## src/acs_pkg.sv

```systemverilog
// Shared constants, codes and types of the accumulator CPU step block.
`timescale 1ns / 1ps
package acs_pkg;

  localparam int WORD_W     = 8;
  localparam int DATA_DEPTH = 256;
  localparam int ADDR_W     = (DATA_DEPTH > 1) ? $clog2(DATA_DEPTH) : 1;
  localparam int STEPS      = WORD_W;
  localparam int CNT_W      = $clog2(STEPS);
  localparam int FLAGS_W    = 3;

  localparam int FLG_Z = 0;
  localparam int FLG_C = 1;
  localparam int FLG_V = 2;

  typedef enum logic [7:0] {
    OP_LOADMEM = 8'd0,
    OP_LOADVAL = 8'd1,
    OP_STORE   = 8'd2,
    OP_ADD     = 8'd3,
    OP_SUB     = 8'd4,
    OP_MUL     = 8'd5,
    OP_DIV     = 8'd6,
    OP_INC     = 8'd7,
    OP_DEC     = 8'd8,
    OP_AND     = 8'd9,
    OP_OR      = 8'd10,
    OP_NOT     = 8'd11,
    OP_JMP     = 8'd12,
    OP_JZ      = 8'd13,
    OP_JNZ     = 8'd14,
    OP_JG      = 8'd15,
    OP_JL      = 8'd16,
    OP_JGE     = 8'd17,
    OP_JLE     = 8'd18,
    OP_HLT     = 8'd19
  } opcode_t;

  typedef enum logic [1:0] {
    RUN_OK    = 2'd0,
    RUN_HALT  = 2'd1,
    RUN_DIV0  = 2'd2,
    RUN_BADOP = 2'd3
  } run_t;

  typedef enum logic [2:0] {
    ALU_ADD,
    ALU_SUB,
    ALU_AND,
    ALU_OR,
    ALU_NOT
  } alu_op_t;

  // Operands are one bit wider than a word so that the divider can subtract
  // a shifted remainder of up to nine bits.
  typedef struct packed {
    alu_op_t         op;
    logic [WORD_W:0] a;
    logic [WORD_W:0] b;
  } alu_req_t;

endpackage

```

## src/acs_if.sv

```systemverilog
// Valid/ready channel interfaces for instruction words and result words.
`timescale 1ns / 1ps
interface acs_in_if;
  logic                       valid;
  logic                       ready;
  logic [acs_pkg::WORD_W-1:0] opcode;
  logic [acs_pkg::WORD_W-1:0] operand;

  modport source (output valid, output opcode, output operand, input ready);
  modport sink   (input valid, input opcode, input operand, output ready);
endinterface

interface acs_out_if;
  logic                        valid;
  logic                        ready;
  logic [acs_pkg::WORD_W-1:0]  next_pc;
  logic [acs_pkg::WORD_W-1:0]  accumulator;
  logic [acs_pkg::FLAGS_W-1:0] flags;
  logic [1:0]                  run_status;

  modport source (output valid, output next_pc, output accumulator, output flags,
                  output run_status, input ready);
  modport sink   (input valid, input next_pc, input accumulator, input flags,
                  input run_status, output ready);
endinterface

```

## src/acs_ram.sv

```systemverilog
// Generic single-port-write, single-port-read RAM with registered read data.
`timescale 1ns / 1ps
module acs_ram #(
  parameter int WIDTH = 8,
  parameter int DEPTH = 256
) (
  input  logic                                    clk,
  input  logic                                    we,
  input  logic [((DEPTH > 1) ? $clog2(DEPTH) : 1)-1:0] waddr,
  input  logic [WIDTH-1:0]                        wdata,
  input  logic                                    re,
  input  logic [((DEPTH > 1) ? $clog2(DEPTH) : 1)-1:0] raddr,
  output logic [WIDTH-1:0]                        rdata
);

  logic [WIDTH-1:0] mem [DEPTH];
  logic [WIDTH-1:0] rdata_r;

  always_ff @(posedge clk) begin
    if (we) begin
      mem[waddr] <= wdata;
    end
    if (re) begin
      rdata_r <= mem[raddr];
    end
  end

  assign rdata = rdata_r;

endmodule

```

## src/acs_alu.sv

```systemverilog
// Shared adder, subtractor and logic unit used by the execute, multiply and divide steps.
`timescale 1ns / 1ps
module acs_alu (
  input  acs_pkg::alu_req_t         req,
  output logic [acs_pkg::WORD_W+1:0] res
);

  localparam int RES_W = acs_pkg::WORD_W + 2;

  // For a subtraction the top bit is the borrow, set when a is below b.
  always_comb begin
    case (req.op)
      acs_pkg::ALU_ADD: res = {1'b0, req.a} + {1'b0, req.b};
      acs_pkg::ALU_SUB: res = {1'b0, req.a} - {1'b0, req.b};
      acs_pkg::ALU_AND: res = {1'b0, req.a & req.b};
      acs_pkg::ALU_OR:  res = {1'b0, req.a | req.b};
      acs_pkg::ALU_NOT: res = {1'b0, ~req.a};
      default:          res = RES_W'(0);
    endcase
  end

endmodule

```

## src/accumulator_cpu_step_top.sv

```systemverilog
// Accumulator CPU: one instruction word in, one result word out.
// The instruction word is accepted in IDLE, executed in EXEC and its result word is loaded
// into the output register from RESP once that is free; MUL and a DIV by a non-zero byte pass
// through MUL or DIV, where the shared adder runs one shift-add or shift-subtract step per cycle
// over eight steps. A new word is taken only once the last result word is registered.
// Reset (synchronous, active low) clears the control and architectural registers and the data memory valid bits.
`timescale 1ns / 1ps
module accumulator_cpu_step_top (
  input  logic      clk,
  input  logic      rst_n,
  acs_in_if.sink    in_chan,
  acs_out_if.source out_chan
);

  localparam int W = acs_pkg::WORD_W;

  typedef enum logic [2:0] {
    ST_IDLE,
    ST_EXEC,
    ST_MUL,
    ST_DIV,
    ST_RESP
  } state_t;

  state_t                          state_r, state_nxt;
  logic [W-1:0]                    op_r, op_nxt;
  logic [W-1:0]                    arg_r, arg_nxt;
  logic                            mok_r, mok_nxt;
  logic [W-1:0]                    acc_r, acc_nxt;
  logic [W-1:0]                    pc_r, pc_nxt;
  logic [acs_pkg::FLAGS_W-1:0]     flag_r, flag_nxt;
  acs_pkg::run_t                   stop_r, stop_nxt;
  logic [W-1:0]                    hi_r, hi_nxt;
  logic [W-1:0]                    lo_r, lo_nxt;
  logic [acs_pkg::CNT_W-1:0]       cnt_r, cnt_nxt;
  logic [acs_pkg::DATA_DEPTH-1:0]  vld_r, vld_nxt;
  logic                            out_vld_r, out_vld_nxt;
  logic [W-1:0]                    out_pc_r, out_pc_nxt;
  logic [W-1:0]                    out_acc_r, out_acc_nxt;
  logic [acs_pkg::FLAGS_W-1:0]     out_flag_r, out_flag_nxt;
  logic [1:0]                      out_stat_r, out_stat_nxt;

  acs_pkg::alu_req_t               alu_req;
  logic [W+1:0]                    alu_res;

  logic                            ram_we;
  logic                            ram_re;
  logic [W-1:0]                    ram_rdata;
  logic [acs_pkg::ADDR_W-1:0]      in_addr;
  logic [acs_pkg::ADDR_W-1:0]      arg_addr;
  logic                            in_range;
  logic                            arg_range;
  logic [W-1:0]                    mem_val;
  logic [W-1:0]                    pc_inc;
  logic [W-1:0]                    target;
  logic                            lt;
  logic                            eq;
  logic                            last_step;
  logic [W:0]                      mul_sum;
  logic [W:0]                      rem_sh;
  logic                            qbit;
  logic [W-1:0]                    rem_new;
  logic [W-1:0]                    acc_n;
  logic [W-1:0]                    pc_n;
  logic                            commit;

  assign in_addr   = in_chan.operand[acs_pkg::ADDR_W-1:0];
  assign arg_addr  = arg_r[acs_pkg::ADDR_W-1:0];
  assign in_range  = {1'b0, in_chan.operand} < (W+1)'(acs_pkg::DATA_DEPTH);
  assign arg_range = {1'b0, arg_r} < (W+1)'(acs_pkg::DATA_DEPTH);

  // A byte never stored since reset reads as zero, as does an address
  // beyond the memory.
  assign mem_val   = mok_r ? ram_rdata : '0;
  assign pc_inc    = pc_r + W'(1);
  assign target    = {1'b0, arg_r[W-1:1]};
  assign lt        = alu_res[W+1];
  assign eq        = (acc_r == mem_val);
  assign last_step = (cnt_r == acs_pkg::CNT_W'(acs_pkg::STEPS - 1));
  assign mul_sum   = lo_r[0] ? alu_res[W:0] : {1'b0, hi_r};
  assign rem_sh    = {hi_r, lo_r[W-1]};
  assign qbit      = !alu_res[W+1];
  assign rem_new   = qbit ? alu_res[W-1:0] : rem_sh[W-1:0];

  assign in_chan.ready        = (state_r == ST_IDLE);
  assign out_chan.valid       = out_vld_r;
  assign out_chan.next_pc     = out_pc_r;
  assign out_chan.accumulator = out_acc_r;
  assign out_chan.flags       = out_flag_r;
  assign out_chan.run_status  = out_stat_r;

  acs_ram #(
    .WIDTH (W),
    .DEPTH (acs_pkg::DATA_DEPTH)
  ) u_ram (
    .clk   (clk),
    .we    (ram_we),
    .waddr (arg_addr),
    .wdata (acc_r),
    .re    (ram_re),
    .raddr (in_addr),
    .rdata (ram_rdata)
  );

  acs_alu u_alu (
    .req (alu_req),
    .res (alu_res)
  );

  // Operand selection for the shared unit.
  always_comb begin
    alu_req.op = acs_pkg::ALU_ADD;
    alu_req.a  = {1'b0, acc_r};
    alu_req.b  = {1'b0, mem_val};
    case (state_r)
      ST_EXEC: begin
        case (op_r)
          acs_pkg::OP_INC: alu_req.b = (W+1)'(1);
          acs_pkg::OP_DEC: begin
            alu_req.op = acs_pkg::ALU_SUB;
            alu_req.b  = (W+1)'(1);
          end
          acs_pkg::OP_AND: alu_req.op = acs_pkg::ALU_AND;
          acs_pkg::OP_OR:  alu_req.op = acs_pkg::ALU_OR;
          acs_pkg::OP_NOT: alu_req.op = acs_pkg::ALU_NOT;
          acs_pkg::OP_ADD: alu_req.op = acs_pkg::ALU_ADD;
          default:         alu_req.op = acs_pkg::ALU_SUB;
        endcase
      end
      ST_MUL: alu_req.a = {1'b0, hi_r};
      ST_DIV: begin
        alu_req.op = acs_pkg::ALU_SUB;
        alu_req.a  = rem_sh;
      end
      default: alu_req.op = acs_pkg::ALU_ADD;
    endcase
  end

  always_comb begin
    state_nxt    = state_r;
    op_nxt       = op_r;
    arg_nxt      = arg_r;
    mok_nxt      = mok_r;
    acc_nxt      = acc_r;
    pc_nxt       = pc_r;
    flag_nxt     = flag_r;
    stop_nxt     = stop_r;
    hi_nxt       = hi_r;
    lo_nxt       = lo_r;
    cnt_nxt      = cnt_r;
    vld_nxt      = vld_r;
    out_vld_nxt  = out_vld_r && !out_chan.ready;
    out_pc_nxt   = out_pc_r;
    out_acc_nxt  = out_acc_r;
    out_flag_nxt = out_flag_r;
    out_stat_nxt = out_stat_r;
    ram_we       = 1'b0;
    ram_re       = 1'b0;
    acc_n        = acc_r;
    pc_n         = pc_inc;
    commit       = 1'b0;

    case (state_r)
      ST_IDLE: begin
        if (in_chan.valid) begin
          op_nxt  = in_chan.opcode;
          arg_nxt = in_chan.operand;
          mok_nxt = in_range && vld_r[in_addr];
          ram_re  = 1'b1;
          // Once stopped, the word is answered with the frozen state.
          state_nxt = (stop_r == acs_pkg::RUN_OK) ? ST_EXEC : ST_RESP;
        end
      end

      ST_EXEC: begin
        state_nxt = ST_RESP;
        commit    = 1'b1;
        case (op_r)
          acs_pkg::OP_LOADMEM: acc_n = mem_val;
          acs_pkg::OP_LOADVAL: acc_n = arg_r;
          acs_pkg::OP_STORE: begin
            if (arg_range) begin
              ram_we            = 1'b1;
              vld_nxt[arg_addr] = 1'b1;
            end
          end
          acs_pkg::OP_ADD: begin
            acc_n = alu_res[W-1:0];
            if (alu_res[W]) begin
              flag_nxt[acs_pkg::FLG_C] = 1'b1;
            end
          end
          acs_pkg::OP_SUB, acs_pkg::OP_INC, acs_pkg::OP_DEC,
          acs_pkg::OP_AND, acs_pkg::OP_OR, acs_pkg::OP_NOT: begin
            acc_n = alu_res[W-1:0];
          end
          acs_pkg::OP_MUL: begin
            commit    = 1'b0;
            hi_nxt    = '0;
            lo_nxt    = acc_r;
            cnt_nxt   = '0;
            state_nxt = ST_MUL;
          end
          acs_pkg::OP_DIV: begin
            commit = 1'b0;
            if (mem_val == '0) begin
              stop_nxt = acs_pkg::RUN_DIV0;
            end else begin
              hi_nxt    = '0;
              lo_nxt    = acc_r;
              cnt_nxt   = '0;
              state_nxt = ST_DIV;
            end
          end
          acs_pkg::OP_JMP: pc_n = target;
          acs_pkg::OP_JZ:  if (acc_r == '0) pc_n = target;
          acs_pkg::OP_JNZ: if (acc_r != '0) pc_n = target;
          acs_pkg::OP_JG:  if (!lt && !eq) pc_n = target;
          acs_pkg::OP_JL:  if (lt) pc_n = target;
          acs_pkg::OP_JGE: if (!lt) pc_n = target;
          acs_pkg::OP_JLE: if (lt || eq) pc_n = target;
          acs_pkg::OP_HLT: begin
            commit   = 1'b0;
            stop_nxt = acs_pkg::RUN_HALT;
          end
          default: begin
            commit   = 1'b0;
            stop_nxt = acs_pkg::RUN_BADOP;
          end
        endcase
      end

      // Shift-add multiply: the high byte collects partial sums while the
      // multiplier shifts out of the low byte.
      ST_MUL: begin
        hi_nxt  = mul_sum[W:1];
        lo_nxt  = {mul_sum[0], lo_r[W-1:1]};
        cnt_nxt = cnt_r + acs_pkg::CNT_W'(1);
        if (last_step) begin
          commit    = 1'b1;
          acc_n     = {mul_sum[0], lo_r[W-1:1]};
          state_nxt = ST_RESP;
          if (mul_sum[W:1] != '0) begin
            flag_nxt[acs_pkg::FLG_V] = 1'b1;
          end
        end
      end

      // Restoring divide: one quotient bit per step, dividend shifts out of
      // the low byte into the remainder.
      ST_DIV: begin
        hi_nxt  = rem_new;
        lo_nxt  = {lo_r[W-2:0], qbit};
        cnt_nxt = cnt_r + acs_pkg::CNT_W'(1);
        if (last_step) begin
          commit    = 1'b1;
          acc_n     = {lo_r[W-2:0], qbit};
          state_nxt = ST_RESP;
        end
      end

      ST_RESP: begin
        if (!out_vld_r || out_chan.ready) begin
          out_vld_nxt  = 1'b1;
          out_pc_nxt   = pc_r;
          out_acc_nxt  = acc_r;
          out_flag_nxt = flag_r;
          out_stat_nxt = stop_r;
          state_nxt    = ST_IDLE;
        end
      end

      default: state_nxt = ST_IDLE;
    endcase

    if (commit) begin
      acc_nxt                  = acc_n;
      pc_nxt                   = pc_n;
      flag_nxt[acs_pkg::FLG_Z] = (acc_n == '0);
    end
  end

  always_ff @(posedge clk) begin
    if (!rst_n) begin
      state_r   <= ST_IDLE;
      acc_r     <= '0;
      pc_r      <= '0;
      flag_r    <= '0;
      stop_r    <= acs_pkg::RUN_OK;
      vld_r     <= '0;
      out_vld_r <= 1'b0;
    end else begin
      state_r   <= state_nxt;
      acc_r     <= acc_nxt;
      pc_r      <= pc_nxt;
      flag_r    <= flag_nxt;
      stop_r    <= stop_nxt;
      vld_r     <= vld_nxt;
      out_vld_r <= out_vld_nxt;
    end
    op_r       <= op_nxt;
    arg_r      <= arg_nxt;
    mok_r      <= mok_nxt;
    hi_r       <= hi_nxt;
    lo_r       <= lo_nxt;
    cnt_r      <= cnt_nxt;
    out_pc_r   <= out_pc_nxt;
    out_acc_r  <= out_acc_nxt;
    out_flag_r <= out_flag_nxt;
    out_stat_r <= out_stat_nxt;
  end

endmodule

```

## src/flat_wrapper.sv

```systemverilog
// flat-port wrapper written by rule: the top's interface ports become plain ports
module accumulator_cpu_step_top_flat 
  (clk, rst_n, in_chan_valid, in_chan_opcode, in_chan_operand, in_chan_ready, out_chan_valid, out_chan_next_pc, out_chan_accumulator, out_chan_flags, out_chan_run_status, out_chan_ready);
  acs_in_if in_chan_i ();
  acs_out_if out_chan_i ();
  input  logic clk;
  input  logic rst_n;
  input wire logic [$bits(in_chan_i.valid)-1:0] in_chan_valid;
  input wire logic [$bits(in_chan_i.opcode)-1:0] in_chan_opcode;
  input wire logic [$bits(in_chan_i.operand)-1:0] in_chan_operand;
  output wire logic [$bits(in_chan_i.ready)-1:0] in_chan_ready;
  output wire logic [$bits(out_chan_i.valid)-1:0] out_chan_valid;
  output wire logic [$bits(out_chan_i.next_pc)-1:0] out_chan_next_pc;
  output wire logic [$bits(out_chan_i.accumulator)-1:0] out_chan_accumulator;
  output wire logic [$bits(out_chan_i.flags)-1:0] out_chan_flags;
  output wire logic [$bits(out_chan_i.run_status)-1:0] out_chan_run_status;
  input wire logic [$bits(out_chan_i.ready)-1:0] out_chan_ready;
  assign in_chan_i.valid = in_chan_valid;
  assign in_chan_i.opcode = in_chan_opcode;
  assign in_chan_i.operand = in_chan_operand;
  assign in_chan_ready = in_chan_i.ready;
  assign out_chan_valid = out_chan_i.valid;
  assign out_chan_next_pc = out_chan_i.next_pc;
  assign out_chan_accumulator = out_chan_i.accumulator;
  assign out_chan_flags = out_chan_i.flags;
  assign out_chan_run_status = out_chan_i.run_status;
  assign out_chan_i.ready = out_chan_ready;
  accumulator_cpu_step_top u_core (.clk(clk), .rst_n(rst_n), .in_chan(in_chan_i), .out_chan(out_chan_i));
endmodule
```

## config.mk

```make
export PLATFORM = sky130hd
export DESIGN_NAME = accumulator_cpu_step_top_flat
export DESIGN_NICKNAME = d
export VERILOG_FILES = /design/src/acs_pkg.sv /design/src/acs_if.sv /design/src/acs_ram.sv /design/src/acs_alu.sv /design/src/accumulator_cpu_step_top.sv /design/src/flat_wrapper.sv
export SDC_FILE = /design/constraint.sdc
export NUM_CORES = 2
export LEC_CHECK = 0
export ABC_AREA = 1
export BUFFER_PORTS_ARGS = -buffer_cell sky130_fd_sc_hd__clkbuf_2
export CAP_MARGIN = 25
export CORE_UTILIZATION = 57
export CTS_CLUSTER_SIZE = 20
export DETAILED_ROUTE_END_ITERATION = 10
export PLACE_DENSITY_LB_ADDON = 0.3
export SLEW_MARGIN = 20
export SYNTH_ARGS = -nofsm -noshare
export SYNTH_HDL_FRONTEND = slang
export SYNTH_HIERARCHICAL = 1
export SYNTH_SLANG_ARGS = --single-unit
```

## constraint.sdc

```tcl
create_clock -name clk -period 6.51 [get_ports clk]
set_clock_uncertainty 0.2 [all_clocks]
set_input_delay 0.9765 -clock clk [delete_from_list [all_inputs] [get_ports clk]]
set_output_delay 0.9765 -clock clk [all_outputs]
set_load 0.05 [all_outputs]
```

==> metrics.yaml <==
die:
  design.die.area_um2: 178000
  initial_core_util_pct: 57.6
  die_x_um: 422
  core-area_um2: 174000
  num_rows: 153
  ioPinCount: 43
  fp.dieH_um: 422
placement:
  gp_congestion: 0.926
  dpl.hpwl_mm: 150
  dp_cells: 11200
  pre_cts_ws_ns: 1.26
  io_buffers: 42
  place_area_um2: 102000
sta:
  tns_ns: 0
  drv_slew: 0
  rsz0062_at_grt: "no"
  period_needed_ns: 5.38
  tightest_slew_ns: 1.11
  relSlewSlack_pct: 25.7
  finalHoldViolations: 0
  fin_crit_sh_pct: 82.7
  timing.final.ws_setup_ns: 1.13
  fmax_mhz: 186
  setup_viol_count_final: 0
synthesis:
  yosys_warnings: 6
  synth-seq-cells: 2394
  syn-cell-area_um2: 100000
  async_flop_share_pct: 0
  yosys.area.top_type: "edfxtp_1"
  synth_ff_type: "edfxtp_1"
  synth_edf_count: 2113
  yosysTopAreaCellShare_pct: 63.2
  synth_cells: 9342
  yosysUniqueCellTypes: 57
  synth_area_leaders: "edfxtp_1, nand3_1, nand2_1"
  ys_seq_area_share_pct: 68.8
  synth.avg_cell_area_um2: 10.7
global_routing:
  grt_pass1_wl_mm: 407
  first_global_vias: 67100
  grt_max_degree: 229
  antenna_found_initial: 4
  grt-ovfl-total: 0
  grt_usage_pct: 29.8
clock_network:
  ctsHoldBuffers: 0
  path_clk_slew_ns: 0.06
  clock-root-buffer: "clkbuf_16"
  cts_made_buffers: 233
  htreeDepth: 4
  post_cts_resized: 0
  clk_latency_ns: 0.90
  postCtsSetupRepairBufs: 0
  cts_tree: "done"
  clk_path_buf_depth: 3
  clock-sinks: 2394
job:
  maxCapViolCount: 0
finish:
  syn2layout_area_growth_pct: 9.17
  mostFrequentLayoutCells: "nand2_1, nand3_1, edfxtp_1"
  multi_input_area_um2: 27300
  seqCellArea_um2: 69100
  drive_above_1_share_pct: 6.45
  final_common_cell: "nand2_1"
  fillers: 13300
  fin_util_pct: 62.8
  finalNetCount: 9146
  stdcell_count: 11600
  design_area_um2: 110000
critical_path:
  crit_arrival_ns: 5.94
  critPathSlowestCell: "edfxtp_1"
  worst-setup-path-type: "reg -> reg"
  cp-end-kind: "register"
  crit_fanout: 19
  cp-start-kind: "register"
  cp_common_cell: "nand2_1"
  critPathRequiredTime_ns: 7.07
  max_stage_delay_ns: 0.51
routing:
  wl_per_cell_um: 23.2
  drt_iter0_drc: 10100
  via_count: 71600
  ant_nets: 0
  first_pass_iters: 7
  drc: 0
  wirelength_mm: 270
  via_per_inst: 6.15
min_path:
  holdCritPathClass: "in -> reg"
power_and_ir_drop:
  leakage_nw: 39.0
  p_switching_mw: 9.73
  pwr-share-seq_pct: 50.4
  ir_drop_mv: 0.323
  swShare_pct: 26.9
  pwr-share-comb_pct: 12.1
  powerDensity_nw_per_um2: 330
  p_clk_share_pct: 37.5
  cellInternalPower_mw: 26.4
outcome:
  status: "finished clean"
==> cell families (layout without fill, tap and decap cells) <==
family	after synthesis	in the layout	synth area share [%]
buffers and inverters	887	859	4.03
and+or+nand+nor	5320	5320	22.9
AOI/OAI and AO/OA	709	709	3.91
DFF	2394	2394	68.8
xor gates and xnor gates	12	12	0.105
other	1	6	0.00374
muxes	3	3	0.0299
adders and majority gates	16	16	0.207
==> cells in the mapped netlist (2+ instances only) <==
cell type / instances
nor2_8: 3
xnor2_1: 3
o22ai_1: 19
nand3_2: 2
ha_1: 15
nor2_4: 5
a31oi_1: 182
nor2_2: 19
nand3_1: 2146
buf_4: 49
mux2i_1: 3
nand2_2: 11
nand3b_1: 7
xor2_1: 9
inv_2: 13
buf_2: 308
o31ai_1: 4
nand4_1: 16
a21oi_1: 196
nand2_1: 2424
o21ai_0: 266
dfxtp_1: 281
inv_4: 2
buf_1: 43
inv_1: 232
nor3_2: 2
o2111ai_1: 3
o21ai_1: 7
o211ai_1: 14
buf_6: 18
a32oi_1: 4
edfxtp_1: 2113
o221ai_1: 4
nor3_1: 6
clkbuf_1: 220
nor2_1: 671
o21ai_2: 2
==> critical path: cells and delay by family, from the launching register on <==
family,cells,cell delay (ns)
AO/OA/AOI/OAI,4,0.81
adder cells (fa/ha/maj),1,0.30
buffers and inverters,6,0.91
XOR/XNOR,1,0.17
flip-flops,1,0.51
AND/OR/NAND/NOR,18,2.37
==> final timing paths <==
path,cells past startpoint,slack (ns),start,endpoint
worst min register to register,0,0.23,u_core/flag_r[2],u_core/out_chan.flags[2]
worst min-delay path,1,0.11,in_chan_opcode[7],u_core/op_r[7]
worst max-delay path,30,1.13,u_core/op_r[0],u_core/pc_r[0]
worst max register to register,30,1.13,u_core/op_r[0],u_core/pc_r[0]
==> power groups by stage <==
stage / Clock [mW] / Combinational [mW] / Sequential (mW)
6_report: 13.6 / 4.36 / 18.2
5_1_grt: 14.3 / 4.68 / 18.2
4_1_cts: 13.7 / 4.26 / 18.2
3_5_place_dp: 0 / 4.25 / 18.5
3_3_place_gp: 0 / 4.18 / 18.5
2_1_floorplan: 0 / 2.16 / 19.1
==> layer usage <==
| layer | up-vias | part of all wire [%] | global-route usage (%) | wire length, um |
|---|---|---|---|---|
| li1 | 32300 | - | - | - |
| met4 | 4 | 4.1 | 12.2 | 10900 |
| met1 | 34600 | 39 | 41.8 | 105000 |
| met3 | 602 | 11 | 5.08 | 28800 |
| met2 | 4100 | 46 | 46.5 | 125000 |
| met5 | - | 0.010 | 0 | 27 |
==> flip-flops by register name, indices dropped and copies added (netlist names), 8 cells and up <==
| register | cells |
|---|---|
| u_core/out_chan.accumulator | 8 |
| u_core/acc_r | 8 |
| u_core/op_r | 8 |
| u_core/vld_r | 256 |
| u_core/lo_r | 8 |
| u_core/out_chan.next_pc | 8 |
| u_core/pc_r | 8 |
| u_core/u_ram/rdata | 8 |
| u_core/hi_r | 8 |
| u_core/arg_addr | 8 |
| u_core/u_ram/mem | 2048 |
==> area by class of cell <==
class,count,area share (%)
diodes,2,0.00457
flip-flops and latches,2394,63.1
clock inverters,144,1.46
multi-input cells,6064,24.9
inverters,248,0.889
clock buffers,298,5.61
well taps,2325,2.65
repair buffers,169,1.40
==> metrics by stage <==
| step | total power, mW | hold slack [ns] |
|---|---|---|
| 4_1_cts | 36.1 | 0.0597 |
| 2_1_floorplan | 21.2 | 0.208 |
| 3_3_place_gp | 22.7 | 0.218 |
| 3_5_place_dp | 22.8 | 0.218 |
| 5_1_grt | 37.2 | 0.0804 |
| 6_report | 36.1 | 0.107 |
Power figures use the tool's default switching activity.
